--- src/design/lbs_pkg.sv ---
// Shared types and constants for the largest blob selector.
`default_nettype none

package lbs_pkg;

  localparam int unsigned SigW     = 16;
  localparam int unsigned XW       = 9;
  localparam int unsigned YW       = 8;
  localparam int unsigned WW       = 9;
  localparam int unsigned HW       = 8;
  localparam int unsigned AreaW    = 17;
  localparam int unsigned RefW     = 24;
  localparam int unsigned DistW    = 14;
  localparam int unsigned PaddrW   = 4;
  localparam int unsigned PdataW   = 32;
  localparam int unsigned DivCntW  = 5;

  localparam logic [DistW-1:0]  DIST_SAT      = 14'd15984;
  localparam logic [SigW-1:0]   SIG_A_RESET   = 16'd1;
  localparam logic [SigW-1:0]   SIG_B_RESET   = 16'd2;
  localparam logic [RefW-1:0]   REF_RESET     = 24'd24000;
  localparam logic [DivCntW-1:0] DIV_LAST_STEP = 5'd23;

  typedef enum logic [1:0] {
    REG_SIG_A = 2'd0,
    REG_SIG_B = 2'd1,
    REG_REF   = 2'd2,
    REG_NONE  = 2'd3
  } reg_idx_e;

  typedef enum logic [2:0] {
    ST_IDLE,
    ST_CMP,
    ST_DIV_START,
    ST_DIV_WAIT,
    ST_OUT
  } state_e;

  typedef struct packed {
    logic [SigW-1:0] sig_a;
    logic [SigW-1:0] sig_b;
    logic [RefW-1:0] ref_product;
  } cfg_t;

  typedef struct packed {
    logic busy;
    logic done;
  } div_stat_t;

endpackage

`default_nettype wire

--- src/design/largest_blob_select_with_range.sv ---
// Top level: largest matching blob tracker with iterative distance divide.
//
//  channel | handshake                    | word
//  --------+------------------------------+---------------------------------------
//  in      | in_valid_i / in_stall_o      | block_valid, signature, pos, box, last
//  out     | out_valid_o / out_stall_i    | detected, best_*, distance_q4
//  cfg     | APB psel/penable/pwrite      | match_sig_a, match_sig_b, ref_product
//
// A word without last_in_frame passes through capture and area compare; a last
// word with a match adds divider start, the 24-step divider and output wait,
// without one only output wait. in_stall_o is high outside the idle state.
// Reset clears the kept block and loads register defaults.
// A stalled result holds until out_stall_i drops.
`default_nettype none

module largest_blob_select_with_range (
  input  wire logic                          clk_i,
  input  wire logic                          rst_ni,
  input  wire logic                          psel,
  input  wire logic                          penable,
  input  wire logic                          pwrite,
  input  wire logic [lbs_pkg::PaddrW-1:0]    paddr,
  input  wire logic [lbs_pkg::PdataW-1:0]    pwdata,
  output logic      [lbs_pkg::PdataW-1:0]    prdata,
  output logic                               pready,
  input  wire logic                          in_valid_i,
  output logic                               in_stall_o,
  input  wire logic                          block_valid_i,
  input  wire logic [lbs_pkg::SigW-1:0]      signature_i,
  input  wire logic [lbs_pkg::XW-1:0]        pos_x_i,
  input  wire logic [lbs_pkg::YW-1:0]        pos_y_i,
  input  wire logic [lbs_pkg::WW-1:0]        box_width_i,
  input  wire logic [lbs_pkg::HW-1:0]        box_height_i,
  input  wire logic                          last_in_frame_i,
  output logic                               out_valid_o,
  input  wire logic                          out_stall_i,
  output logic                               detected_o,
  output logic      [lbs_pkg::SigW-1:0]      best_signature_o,
  output logic      [lbs_pkg::XW-1:0]        best_x_o,
  output logic      [lbs_pkg::YW-1:0]        best_y_o,
  output logic      [lbs_pkg::WW-1:0]        best_width_o,
  output logic      [lbs_pkg::HW-1:0]        best_height_o,
  output logic      [lbs_pkg::DistW-1:0]     distance_q4_o
);

  lbs_pkg::cfg_t       cfg;
  lbs_pkg::state_e     state_q, state_d;
  lbs_pkg::div_stat_t  div_stat;
  logic [lbs_pkg::RefW-1:0] quotient;
  logic                div_start;

  logic                     it_valid_q, it_last_q;
  logic [lbs_pkg::SigW-1:0] it_sig_q;
  logic [lbs_pkg::XW-1:0]   it_x_q;
  logic [lbs_pkg::YW-1:0]   it_y_q;
  logic [lbs_pkg::WW-1:0]   it_w_q;
  logic [lbs_pkg::HW-1:0]   it_h_q;

  logic [lbs_pkg::AreaW-1:0] best_area_q, area;
  logic                      found_q;
  logic [lbs_pkg::SigW-1:0]  kept_sig_q;
  logic [lbs_pkg::XW-1:0]    kept_x_q;
  logic [lbs_pkg::YW-1:0]    kept_y_q;
  logic [lbs_pkg::WW-1:0]    kept_w_q;
  logic [lbs_pkg::HW-1:0]    kept_h_q;
  logic [lbs_pkg::DistW-1:0] dist_q;
  logic                      take, in_acc, out_acc;

  lbs_apb_regs u_regs (
    .clk_i   (clk_i),
    .rst_ni  (rst_ni),
    .psel    (psel),
    .penable (penable),
    .pwrite  (pwrite),
    .paddr   (paddr),
    .pwdata  (pwdata),
    .prdata  (prdata),
    .pready  (pready),
    .cfg_o   (cfg)
  );

  lbs_div u_div (
    .clk_i      (clk_i),
    .rst_ni     (rst_ni),
    .start_i    (div_start),
    .dividend_i (cfg.ref_product),
    .divisor_i  (kept_h_q),
    .stat_o     (div_stat),
    .quotient_o (quotient)
  );

  assign in_acc  = in_valid_i & ~in_stall_o;
  assign out_acc = out_valid_o & ~out_stall_i;
  assign area    = lbs_pkg::AreaW'(it_w_q) * lbs_pkg::AreaW'(it_h_q);
  assign take    = it_valid_q & ((it_sig_q == cfg.sig_a) | (it_sig_q == cfg.sig_b))
                   & (area > best_area_q);

  always_comb begin
    state_d = state_q;
    unique case (state_q)
      lbs_pkg::ST_IDLE:      if (in_acc) state_d = lbs_pkg::ST_CMP;
      lbs_pkg::ST_CMP: begin
        if (!it_last_q) state_d = lbs_pkg::ST_IDLE;
        else if (take || found_q) state_d = lbs_pkg::ST_DIV_START;
        else state_d = lbs_pkg::ST_OUT;
      end
      lbs_pkg::ST_DIV_START: state_d = lbs_pkg::ST_DIV_WAIT;
      lbs_pkg::ST_DIV_WAIT:  if (div_stat.done) state_d = lbs_pkg::ST_OUT;
      lbs_pkg::ST_OUT:       if (!out_stall_i) state_d = lbs_pkg::ST_IDLE;
      default:               state_d = lbs_pkg::ST_IDLE;
    endcase
  end

  always_comb begin
    in_stall_o  = (state_q != lbs_pkg::ST_IDLE);
    out_valid_o = (state_q == lbs_pkg::ST_OUT);
    div_start   = (state_q == lbs_pkg::ST_DIV_START);
  end

  always_ff @(posedge clk_i or negedge rst_ni) begin
    if (!rst_ni) begin
      state_q <= lbs_pkg::ST_IDLE;
    end else begin
      state_q <= state_d;
    end
  end

  always_ff @(posedge clk_i) begin
    if (in_acc) begin
      it_valid_q <= block_valid_i;
      it_sig_q   <= signature_i;
      it_x_q     <= pos_x_i;
      it_y_q     <= pos_y_i;
      it_w_q     <= box_width_i;
      it_h_q     <= box_height_i;
      it_last_q  <= last_in_frame_i;
    end
  end

  always_ff @(posedge clk_i or negedge rst_ni) begin
    if (!rst_ni) begin
      best_area_q <= '0;
      found_q     <= 1'b0;
      kept_sig_q  <= '0;
      kept_x_q    <= '0;
      kept_y_q    <= '0;
      kept_w_q    <= '0;
      kept_h_q    <= '0;
      dist_q      <= lbs_pkg::DIST_SAT;
    end else begin
      if (state_q == lbs_pkg::ST_CMP) begin
        if (take) begin
          best_area_q <= area;
          found_q     <= 1'b1;
          kept_sig_q  <= it_sig_q;
          kept_x_q    <= it_x_q;
          kept_y_q    <= it_y_q;
          kept_w_q    <= it_w_q;
          kept_h_q    <= it_h_q;
        end
        dist_q <= lbs_pkg::DIST_SAT;
      end
      if (state_q == lbs_pkg::ST_DIV_WAIT && div_stat.done) begin
        dist_q <= (quotient > lbs_pkg::RefW'(lbs_pkg::DIST_SAT)) ? lbs_pkg::DIST_SAT
                                                                 : quotient[lbs_pkg::DistW-1:0];
      end
      if (out_acc) begin
        best_area_q <= '0;
        found_q     <= 1'b0;
        kept_sig_q  <= '0;
        kept_x_q    <= '0;
        kept_y_q    <= '0;
        kept_w_q    <= '0;
        kept_h_q    <= '0;
      end
    end
  end

  assign detected_o       = found_q;
  assign best_signature_o = kept_sig_q;
  assign best_x_o         = kept_x_q;
  assign best_y_o         = kept_y_q;
  assign best_width_o     = kept_w_q;
  assign best_height_o    = kept_h_q;
  assign distance_q4_o    = dist_q;

  a_div_only_when_found: assert property (@(posedge clk_i) disable iff (!rst_ni)
    div_start |-> found_q && kept_h_q != '0)
    else $error("divider started without a kept block");

  a_dist_saturated: assert property (@(posedge clk_i) disable iff (!rst_ni)
    out_valid_o |-> distance_q4_o <= lbs_pkg::DIST_SAT)
    else $error("distance above saturation");

  a_empty_result: assert property (@(posedge clk_i) disable iff (!rst_ni)
    out_valid_o && !detected_o |-> best_height_o == '0 && best_width_o == '0
                                   && distance_q4_o == lbs_pkg::DIST_SAT)
    else $error("empty result not cleared");

  a_found_nonzero: assert property (@(posedge clk_i) disable iff (!rst_ni)
    found_q |-> best_area_q != '0 && kept_w_q != '0 && kept_h_q != '0)
    else $error("kept block has zero area");

  a_cleared_after_out: assert property (@(posedge clk_i) disable iff (!rst_ni)
    out_acc |=> !found_q && best_area_q == '0)
    else $error("frame state not cleared after result");

endmodule

`default_nettype wire

--- src/design/lbs_apb_regs.sv ---
// APB configuration registers for the largest blob selector.
`default_nettype none

module lbs_apb_regs (
  input  wire logic                        clk_i,
  input  wire logic                        rst_ni,
  input  wire logic                        psel,
  input  wire logic                        penable,
  input  wire logic                        pwrite,
  input  wire logic [lbs_pkg::PaddrW-1:0]  paddr,
  input  wire logic [lbs_pkg::PdataW-1:0]  pwdata,
  output logic      [lbs_pkg::PdataW-1:0]  prdata,
  output logic                             pready,
  output lbs_pkg::cfg_t                    cfg_o
);

  lbs_pkg::cfg_t      cfg_q;
  lbs_pkg::reg_idx_e  idx;
  logic               wr_en;

  assign idx    = lbs_pkg::reg_idx_e'(paddr[3:2]);
  assign wr_en  = psel & penable & pwrite;
  assign pready = 1'b1;
  assign cfg_o  = cfg_q;

  always_ff @(posedge clk_i or negedge rst_ni) begin
    if (!rst_ni) begin
      cfg_q.sig_a       <= lbs_pkg::SIG_A_RESET;
      cfg_q.sig_b       <= lbs_pkg::SIG_B_RESET;
      cfg_q.ref_product <= lbs_pkg::REF_RESET;
    end else if (wr_en) begin
      unique case (idx)
        lbs_pkg::REG_SIG_A: cfg_q.sig_a       <= pwdata[lbs_pkg::SigW-1:0];
        lbs_pkg::REG_SIG_B: cfg_q.sig_b       <= pwdata[lbs_pkg::SigW-1:0];
        lbs_pkg::REG_REF:   cfg_q.ref_product <= pwdata[lbs_pkg::RefW-1:0];
        default: ;
      endcase
    end
  end

  always_comb begin
    unique case (idx)
      lbs_pkg::REG_SIG_A: prdata = lbs_pkg::PdataW'(cfg_q.sig_a);
      lbs_pkg::REG_SIG_B: prdata = lbs_pkg::PdataW'(cfg_q.sig_b);
      lbs_pkg::REG_REF:   prdata = lbs_pkg::PdataW'(cfg_q.ref_product);
      default:            prdata = '0;
    endcase
  end

endmodule

`default_nettype wire

--- src/design/lbs_div.sv ---
// Radix-2 restoring divider, one quotient bit per cycle.
`default_nettype none

module lbs_div (
  input  wire logic                       clk_i,
  input  wire logic                       rst_ni,
  input  wire logic                       start_i,
  input  wire logic [lbs_pkg::RefW-1:0]   dividend_i,
  input  wire logic [lbs_pkg::HW-1:0]     divisor_i,
  output lbs_pkg::div_stat_t              stat_o,
  output logic      [lbs_pkg::RefW-1:0]   quotient_o
);

  logic [lbs_pkg::HW-1:0]       rem_q;
  logic [lbs_pkg::HW:0]         rem_d;
  logic [lbs_pkg::RefW-1:0]     dvd_q, dvd_d;
  logic [lbs_pkg::HW-1:0]       dvs_q;
  logic [lbs_pkg::DivCntW-1:0]  cnt_q;
  logic                         busy_q, done_q;
  logic [lbs_pkg::HW:0]         trial;
  logic                         ge;

  assign trial = {rem_q, dvd_q[lbs_pkg::RefW-1]};
  assign ge    = trial >= {1'b0, dvs_q};
  assign rem_d = ge ? (trial - {1'b0, dvs_q}) : trial;
  assign dvd_d = {dvd_q[lbs_pkg::RefW-2:0], ge};

  always_ff @(posedge clk_i or negedge rst_ni) begin
    if (!rst_ni) begin
      busy_q <= 1'b0;
      done_q <= 1'b0;
      cnt_q  <= '0;
    end else begin
      done_q <= 1'b0;
      if (start_i) begin
        busy_q <= 1'b1;
        cnt_q  <= '0;
      end else if (busy_q) begin
        cnt_q <= cnt_q + 1'b1;
        if (cnt_q == lbs_pkg::DIV_LAST_STEP) begin
          busy_q <= 1'b0;
          done_q <= 1'b1;
        end
      end
    end
  end

  always_ff @(posedge clk_i) begin
    if (start_i) begin
      rem_q <= '0;
      dvd_q <= dividend_i;
      dvs_q <= divisor_i;
    end else if (busy_q) begin
      rem_q <= rem_d[lbs_pkg::HW-1:0];
      dvd_q <= dvd_d;
    end
  end

  assign stat_o.busy = busy_q;
  assign stat_o.done = done_q;
  assign quotient_o  = dvd_q;

endmodule

`default_nettype wire

--- config.mk ---
export PLATFORM = sky130hd
export DESIGN_NAME = largest_blob_select_with_range
export DESIGN_NICKNAME = d
export VERILOG_FILES = /design/src/design/lbs_pkg.sv /design/src/design/largest_blob_select_with_range.sv /design/src/design/lbs_apb_regs.sv /design/src/design/lbs_div.sv
export SDC_FILE = /design/constraint.sdc
export NUM_CORES = 1
export LEC_CHECK = 0
export BUFFER_PORTS_ARGS = -buffer_cell sky130_fd_sc_hd__buf_2
export CAP_MARGIN = 30
export CORE_UTILIZATION = 35
export DETAILED_ROUTE_END_ITERATION = 6
export PLACE_DENSITY = 0.56
export SLEW_MARGIN = 20
export SYNTH_ARGS = -nofsm -noshare
export SYNTH_HDL_FRONTEND = slang
export SYNTH_SLANG_ARGS = --single-unit
export TNS_END_PERCENT = 1
--- constraint.sdc ---
create_clock -name clk_i -period 6.4 [get_ports clk_i]
set_clock_uncertainty 0.05 [all_clocks]
set_input_delay 0.32 -clock clk_i [delete_from_list [all_inputs] [get_ports clk_i]]
set_output_delay 0.32 -clock clk_i [all_outputs]
set_load 0.02 [all_outputs]
==> impl_metrics.ini, run 1 <==
[sta]
hold_viol = 0
relSlewSlack = 0.463
period_share = 0.956
whs_ns = 0.0347
rsz0062_at_grt = yes
finalSetupViolations = 0
period_minus_slack_ns = 6.12
timing.fmax_mhz = 163
tightest_slew_ns = 0.806
slew_viol_final = 0

[setup_path]
end_kind = register
cp-start-kind = register
slowest_delay_ns = 0.55
crit_required_ns = 6.80
critical_path_class = register to register
slowest_stage = fa_1
worst-path-max-fanout = 7
cp.arrival_ns = 6.52

[detailed_routing]
wirelength_um = 31300
wire_per_inst_um = 15.7
vias = 9389
vias_per_cell = 4.71
ant_nets = 0
drt_iter0_drc = 304
dr.pass1.iters = 5
drc = 0

[synthesis]
synth.yosys.seq_area_share = 0.497
synthMuxAreaShare = 0.0669
synth_compound_area_frac = 0.0798
synth-xor-area-share = 0.0326
synth-main-ff-cell = dfrtp_1
yosysWarnings = 0
yosysTopAreaCell = dfrtp_1
ys_ff_latch = 240
synthSimpleGateAreaFrac = 0.146
synthCells = 1215
async_reset_ff_frac = 0.617
avgSynthCellArea_um2 = 10.6
synth_cell_types = 57
synth_edf_count = 84
synth_top_family_by_area = simple AND/OR/NAND/NOR gates
yosysTopAreaCellShare = 0.254
syn-cell-area_um2 = 12900
synth_area_leaders = dfrtp_1, edfxtp_1, nand2_1
synthAdderAreaFrac = 0.128

[min_path]
hp-class = primary input to register

[power]
p_leak_nw = 7.71
cellPowerDensity_nw_per_um2 = 363
vdd_ir_drop_max_v = 0.000228

[floorplanning]
die_y_um = 194
core_um2 = 35900
dieArea_um2 = 37600
row_count = 69
fp.dieW_um = 194
io-pin-count = 195
start_util = 0.359

[cells_and_area]
nets = 1711
fillers = 3347
area_delta_synth_final_pct = 29.4
drive_gt1_frac = 0.257
num_antenna_cells = 0
instances_no_fill = 1995
layout_common_cells = nand2_1, buf_2, dfrtp_1, inv_1, o21ai_0
final_area_um2 = 16700
layout_commonest_cell = nand2_1

[placed_design]
dp_hpwl_um = 21500
io_buffers = 175
place_congestion = 0.832
placed_area_um2 = 14500
dp.cells = 1846

[clock_network]
clockRootBuffer = clkbuf_16
cts_sinks = 240
numCtsBuffers = 30
cts_tree = built
clkSlewWorstSetupHoldPaths_ns = 0.06
clk_path_buf_depth = 3
cts.htree.levels = 1
clock_latency_ns = 0.56

[global_routing]
grt_pass1_vias = 9725
antenna_found_initial = 0
grt-ovfl-total = 0
grt_pass1_wl_um = 50600
track_usage = 0.167
grt_max_degree = 95

[run_status]
status = finished, final reports clean

[run]
cap_violations = 0
## layer usage
layer  GRT usage  part of all wire
met5           0                 0
met4      0.0470             0.025
met3      0.0344             0.044
met2       0.270              0.45
met1       0.227              0.48
## cells in the mapped netlist, types with 11 or more instances
| master | n |
|---|---|
| nand2_1 | 241 |
| dfrtp_1 | 131 |
| o21ai_0 | 100 |
| inv_1 | 99 |
| edfxtp_1 | 84 |
| and2_1 | 66 |
| ha_1 | 63 |
| mux2_2 | 57 |
| fa_1 | 43 |
| nor2_1 | 40 |
| xor2_1 | 38 |
| clkbuf_1 | 35 |
| a21oi_1 | 25 |
| mux2i_1 | 22 |
| dfstp_2 | 17 |
| buf_2 | 12 |
| nand4_1 | 11 |
| nor4_1 | 11 |
## report_power, final
| part | switching [W] | internal [W] | total, W | leakage [nW] |
|---|---|---|---|---|
| combinational | 0.00128 | 0.00108 | 0.00237 | 4.45 |
| sequential | 0.000159 | 0.00181 | 0.00197 | 2.76 |
| clock | 0.000664 | 0.00105 | 0.00172 | 0.501 |
| total | 0.00211 | 0.00395 | 0.00605 | 7.71 |
## worst paths after layout
kind	startpoint	to	slack, ns	cells past startpoint
max	it_h_q[4]	best_area_q[12]	0.28	26
min	pwdata[14]	u_regs.cfg_o[38]	0.03	2
max reg2reg	it_h_q[4]	best_area_q[12]	0.28	26
min reg2reg	it_y_q[7]	best_y_o[7]	0.40	2
max in group asynchronous	rst_ni	state_q[2]	4.72	4
min in group asynchronous	rst_ni	distance_q4_o[7]	0.13	2
## final cells by class
class                      count  area [µm²]  area share
clock buffer                  38         812      0.0487
clock inverter                18         194      0.0116
inverter                     100         375      0.0225
multi-input combinational    825        6010       0.360
sequential                   240        6410       0.384
tap                          461         577      0.0346
timing repair buffer         313        2300       0.138
## through the flow
| stage | TNS, ns | setup slack, ns | total power, W | utilization |
|---|---|---|---|---|
| final | 0 | 0.283 | 0.00605 | 0.464 |
| after global routing | -0.412 | -0.0281 | 0.00656 | 0.464 |
| after CTS | 0 | 0.112 | 0.00593 | 0.454 |
| after detailed placement | 0 | 0.148 | 0.00413 | 0.404 |
| after global placement | 0 | 0.158 | 0.00410 | 0.404 |
| after floorplan | 0 | 0.510 | 0.00349 | - |
## critical path: cells and delay by family, from the launching register on
kind / cells / cell delay (ns)
flops: 1 / 0.46
simple gates: 7 / 1.07
fa+ha+maj: 6 / 2.48
compound gates: 6 / 1.07
buf+inv: 7 / 0.87
## sequential cells by signal, indices dropped and copies added, names as in the netlist, 8 cells and up
name / count
it_h_q: 8
u_div.dvs_q: 8
best_area_q: 17
best_width_o: 9
best_y_o: 8
it_x_q: 9
best_x_o: 9
u_regs.cfg_o: 56
it_y_q: 8
distance_q4_o: 14
best_signature_o: 16
u_div.rem_q: 8
best_height_o: 8
it_w_q: 9
u_div.quotient_o: 24
it_sig_q: 16
## kinds of logic after synthesis
| group | Yosys count |
|---|---|
| AOI/OAI and AO/OA | 172 |
| other | 2 |
| buffers and inverters | 157 |
| xor gates and xnor gates | 48 |
| adders and majority gates | 106 |
| and+or+nand+nor | 411 |
| muxes | 79 |
| DFF | 240 |
## repair_timing
action	CTS	global route
endpoints found under the hold margin	185	0
gates resized for setup	0	29
buffers inserted	0	11
endpoints found under the setup margin	0	70
hold buffers	77	0
Power figures use the tool's default switching activity.
==> inputs of run 2 (changes only) <==
Clock period 6.4 ns to 6.5 ns, I/O delays scaled along.
==> run 2 against run 1 <==
  * Global-route usage down 0.096 points
  * Highest routed layer unchanged
  * Setup slack got worse by 0.036 ns
  * Non-clock buffer count decreased by 10
==> impl_metrics.ini, run 2 (same netlist as run 1, synthesis figures left out) <==
[sta]
relSlewSlack = 0.454
period_minus_slack_ns = 6.25
whs_ns = 0.0338
period_share = 0.962
finalSetupViolations = 0
hold_viol = 0
slew_viol_final = 0
tightest_slew_ns = 0.819
timing.fmax_mhz = 160

[setup_path]
crit_required_ns = 6.88
r2r-start = it_w_q[2]
worst-path-max-fanout = 7
cp.arrival_ns = 6.63
reg2regPathDepth = 27
rrSetupSlack_ns = 0.25
critical_path_class = register to register
cp-start-kind = register
timing.rr.end = best_area_q[12]
end_kind = register

[cells_and_area]
fillers = 3392
final_area_um2 = 16500
drive_gt1_frac = 0.257
num_antenna_cells = 0
layout_commonest_cell = nand2_1
instances_no_fill = 1984
nets = 1701
layout_common_cells = nand2_1, buf_2, dfrtp_1, inv_1, o21ai_0
largest_reg_flops = 56
area_delta_synth_final_pct = 27.9

[run]
cap_violations = 0

[clock_network]
numCtsBuffers = 29
clk_path_buf_depth = 3
clock_latency_ns = 0.54
cts_sinks = 240
cts_tree = built
clkSlewWorstSetupHoldPaths_ns = 0.06
clockRootBuffer = clkbuf_16
cts.htree.levels = 1

[min_path]
min_to = u_regs.cfg_o[1]
min-delay-start = pwdata[1]
min_delay_path_depth = 2
hp-class = primary input to register

[floorplanning]
start_util = 0.359
fp.dieW_um = 194
row_count = 69
dieArea_um2 = 37600
die_y_um = 194
io-pin-count = 195
core_um2 = 35900

[run_status]
status = finished, final reports clean

[global_routing]
grt_max_degree = 76
top_usage_layer = met2
grt_pass1_wl_um = 50900
track_usage = 0.166
grtUsageMet1 = 0.227
grtUsageMet2 = 0.271
grt_pass1_vias = 9645
grt-ovfl-total = 0
gr-usage-met3 = 0.0357
antenna_found_initial = 0

[placed_design]
place_congestion = 0.870
placed_area_um2 = 14500
dp_hpwl_um = 21600
dp.cells = 1838
io_buffers = 175

[detailed_routing]
drc = 0
vias_per_cell = 4.69
vias = 9312
drt_iter0_drc = 359
wirelength_um = 31200
ant_nets = 0
wire_per_inst_um = 15.7
dr.pass1.iters = 5

[power]
power.total_w = 0.00584
p_leak_nw = 7.61
vdd_ir_drop_max_v = 0.000198
cellPowerDensity_nw_per_um2 = 354
-- run 2: cell count changes in the layout (fill, tap and decap cells not counted), moves of 3 or more --
cell	previous run	this run
dlygate4sd3_1	77	69
clkbuf_16	37	32
clkbuf_8	1	6
clkinv_2	9	4
bufinv_16	4	1
-- run 2: critical path: stages (launching register included) --
cell and delay, ns:
edfxtp_1 0.47, buf_4 0.19, and2_1 0.16, fa_1 0.52, fa_1 0.44, fa_1 0.55, inv_1 0.05, fa_1 0.52
inv_1 0.04, ha_1 0.33, nor3_2 0.06, nor2_1 0.15, o21ai_1 0.09, buf_4 0.15, o21a_4 0.22, a31o_2 0.22
xnor2_2 0.13, buf_4 0.14, ha_1 0.29, nand4_1 0.14, nor3_2 0.15, buf_4 0.14, a41oi_4 0.13, and4_4 0.18
buf_12 0.15, buf_6 0.12, buf_4 0.12, a31o_2 0.23
-- run 2: what timing repair did --
action,CTS,global route
hold buffers,69,0
setup buffers,0,20
gates resized for setup,0,33
hold endpoints to repair,138,0
setup endpoints to repair,0,69
-- run 2: routing by layer --
layer  up-vias  part of all wire
li1       4629                 -
met3        34             0.054
met1      4445              0.47
met2       204              0.45
met5         -                 0
met4         0             0.018
-- run 2: metrics by stage --
step	worst slack, ns	setup TNS (ns)	utilization
after floorplan	0.610	0	-
after global placement	0.179	0	0.402
after detailed placement	0.111	0	0.403
after CTS	0.0919	0	0.448
after global routing	-0.0401	-0.196	0.459
final	0.247	0	0.459
-- run 2: worst max-delay path by stage --
stage | from | end | slack [ns]
finish | it_w_q[2] | best_area_q[12] | 0.25
global route | it_h_q[4] | best_area_q[12] | -0.04
global placement | it_h_q[4] | best_area_q[13] | 0.18
floorplan | it_w_q[0] | best_height_o[7] | 0.61
CTS | it_h_q[4] | best_area_q[13] | 0.09
detailed placement | it_h_q[4] | best_x_o[6] | 0.11
-- run 2: final cells by class --
type                            instances  area (µm²)  share of cell area
Tap cell                              461         577              0.0350
Inverter                              100         375              0.0228
Clock inverter                         12        98.8             0.00600
Timing Repair Buffer                  303        2160               0.131
Multi-Input combinational cell        826        6040               0.366
Clock buffer                           42         835              0.0506
Sequential cell                       240        6410               0.389
-- run 2: report_power, final --
part / switching, W / internal [W] / leakage, nW
Combinational: 0.00126 / 0.00106 / 4.40
Sequential: 0.000159 / 0.00178 / 2.76
Clock: 0.000643 / 0.000929 / 0.455
Total: 0.00206 / 0.00377 / 7.61
==> inputs of run 3 (changes only) <==
Settings changed: PLACE_DENSITY 0.56 to 0.64, TNS_END_PERCENT 1 to not set.
==> run 3 against run 2 <==
  * Largest cell class unchanged
  * Die area stayed put
  * Hold slack got worse by 0.012 ns
  * Register-to-register slack gained 0.097 ns
  * Fmax rose by 1.6%
  * Combinational power down 8%
  * Global-route usage shrank 0.12 points
  * Clock power barely moved
  * Sequential share of layout area is 0.57 points higher
  * Sequential power is essentially flat
==> impl_metrics.ini, run 3 (same netlist as run 1, synthesis figures left out) <==
[sta]
slew_viol_final = 0
timing.fmax_mhz = 162
period_share = 0.947
hold_viol = 0
worst_slack_ns = 0.345
finalSetupTns_ns = 0
finalSetupViolations = 0
tightest_slew_ns = 0.858
rsz0062_at_grt = no
period_minus_slack_ns = 6.16
relSlewSlack = 0.426

[min_path]
hp-class = primary input to register

[detailed_routing]
drc = 0
wire_per_inst_um = 15.5
ant_nets = 0
wirelength_um = 30600
drt_iter0_drc = 454
vias = 9329
vias_per_cell = 4.74
dr.pass1.iters = 4

[setup_path]
critical_path_class = register to register
crit_required_ns = 6.90
end_kind = register
cp-start-kind = register
cp.arrival_ns = 6.56
worst-path-max-fanout = 19

[global_routing]
grt_pass1_vias = 9761
grt_max_degree = 84
track_usage = 0.165
antenna_found_initial = 0
grt_pass1_wl_um = 50100
grt-ovfl-total = 0

[power]
cellPowerDensity_nw_per_um2 = 347
power.total_w = 0.00564
p_leak_nw = 7.54
vdd_ir_drop_max_v = 0.000191

[cells_and_area]
nets = 1687
area_delta_synth_final_pct = 26.1
layout_commonest_cell = nand2_1
layout_common_cells = nand2_1, buf_2, dfrtp_1, inv_1, o21ai_0
largest_reg_flops = 56
num_antenna_cells = 0
instances_no_fill = 1969
postLayoutCoreUtil = 0.452
drive_gt1_frac = 0.237

[run_status]
status = finished, final reports clean

[clock_network]
clk_path_buf_depth = 3
clkSlewWorstSetupHoldPaths_ns = 0.06
clockRootBuffer = clkbuf_16
cts_tree = built
numCtsBuffers = 28
cts_sinks = 240
cts.htree.levels = 1
clock_latency_ns = 0.56

[floorplanning]
io-pin-count = 195
fp.dieW_um = 194
die_y_um = 194
dieArea_um2 = 37600
core_um2 = 35900
start_util = 0.359
row_count = 69

[placed_design]
io_buffers = 175
dp.cells = 1832
place_congestion = 0.855
pre_cts_ws_ns = 0.226
dp_hpwl_um = 21600

[run]
cap_violations = 0
-- run 3: cell count changes in the layout (fill, tap and decap cells not counted), sizes merged --
| cell | before | now |
|---|---|---|
| clkbuf | 45 | 39 |
| bufinv | 1 | 2 |
| clkinv | 9 | 12 |
| clkinvlp | 2 | 1 |
| inv | 100 | 99 |
| dlygate4sd3 | 69 | 71 |
| buf | 231 | 219 |
| and4 | 3 | 2 |
-- run 3: path summary, 6_finish.rpt --
kind / from / end / slack [ns] / cells after the start
setup / recovery: it_h_q[7] / best_x_o[3] / 0.34 / 25
hold / removal: pwdata[8] / u_regs.cfg_o[32] / 0.02 / 2
setup reg to reg: it_h_q[7] / best_x_o[3] / 0.34 / 25
hold reg to reg: it_y_q[1] / best_y_o[1] / 0.40 / 2
max in group asynchronous: rst_ni / distance_q4_o[13] / 4.93 / 4
min in group asynchronous: rst_ni / u_regs.cfg_o[5] / 0.35 / 2
-- run 3: repair_timing --
action,4_1_cts,5_1_grt
hold buffers,71,0
endpoints found under the setup margin,0,69
buffers inserted,0,12
endpoints found under the hold margin,157,0
resized for setup,0,10
-- run 3: stage by stage --
step	hold WS [ns]	instance area [µm²]
after floorplan	-0.0206	12900
after global placement	0.377	14400
after detailed placement	0.388	14400
after CTS	0.00201	16100
after global routing	0.0175	16200
final	0.0222	16200
-- run 3: metal layers --
metal | vias to the layer above | GRT usage | share of wire
li1 | 4599 | - | -
met1 | 4493 | 0.222 | 0.47
met2 | 187 | 0.273 | 0.46
met3 | 50 | 0.0289 | 0.041
met4 | 0 | 0.0459 | 0.024
met5 | - | 0 | 0
-- run 3: area by class of cell --
type | instances | area (µm²)
timing repair buffer | 291 | 2030
multi-input combinational | 825 | 5930
tap | 461 | 577
clock buffer | 38 | 790
clock inverter | 14 | 136
inverter | 100 | 375
fill | 3381 | 19700
sequential | 240 | 6410
-- run 3: power breakdown --
group          internal, W  switching (W)
combinational     0.000943        0.00118
sequential         0.00178       0.000161
clock             0.000930       0.000638
-- run 3: critical path, stage by stage, from the launching register on --
cell and delay (ns):
edfxtp_1 0.46, buf_4 0.20, and2_1 0.15, fa_1 0.57, fa_1 0.46, fa_1 0.55, inv_1 0.06, fa_1 0.53
inv_1 0.04, ha_1 0.20, or3_1 0.33, o21ai_1 0.13, buf_4 0.13, o21a_1 0.18, a21oi_1 0.09, xor2_1 0.19
ha_1 0.30, nand4_1 0.18, o21ai_1 0.22, o221ai_2 0.12, nand4b_1 0.12, and4_4 0.30, buf_12 0.16, buf_12 0.14
nand2_1 0.07, o21ai_0 0.09
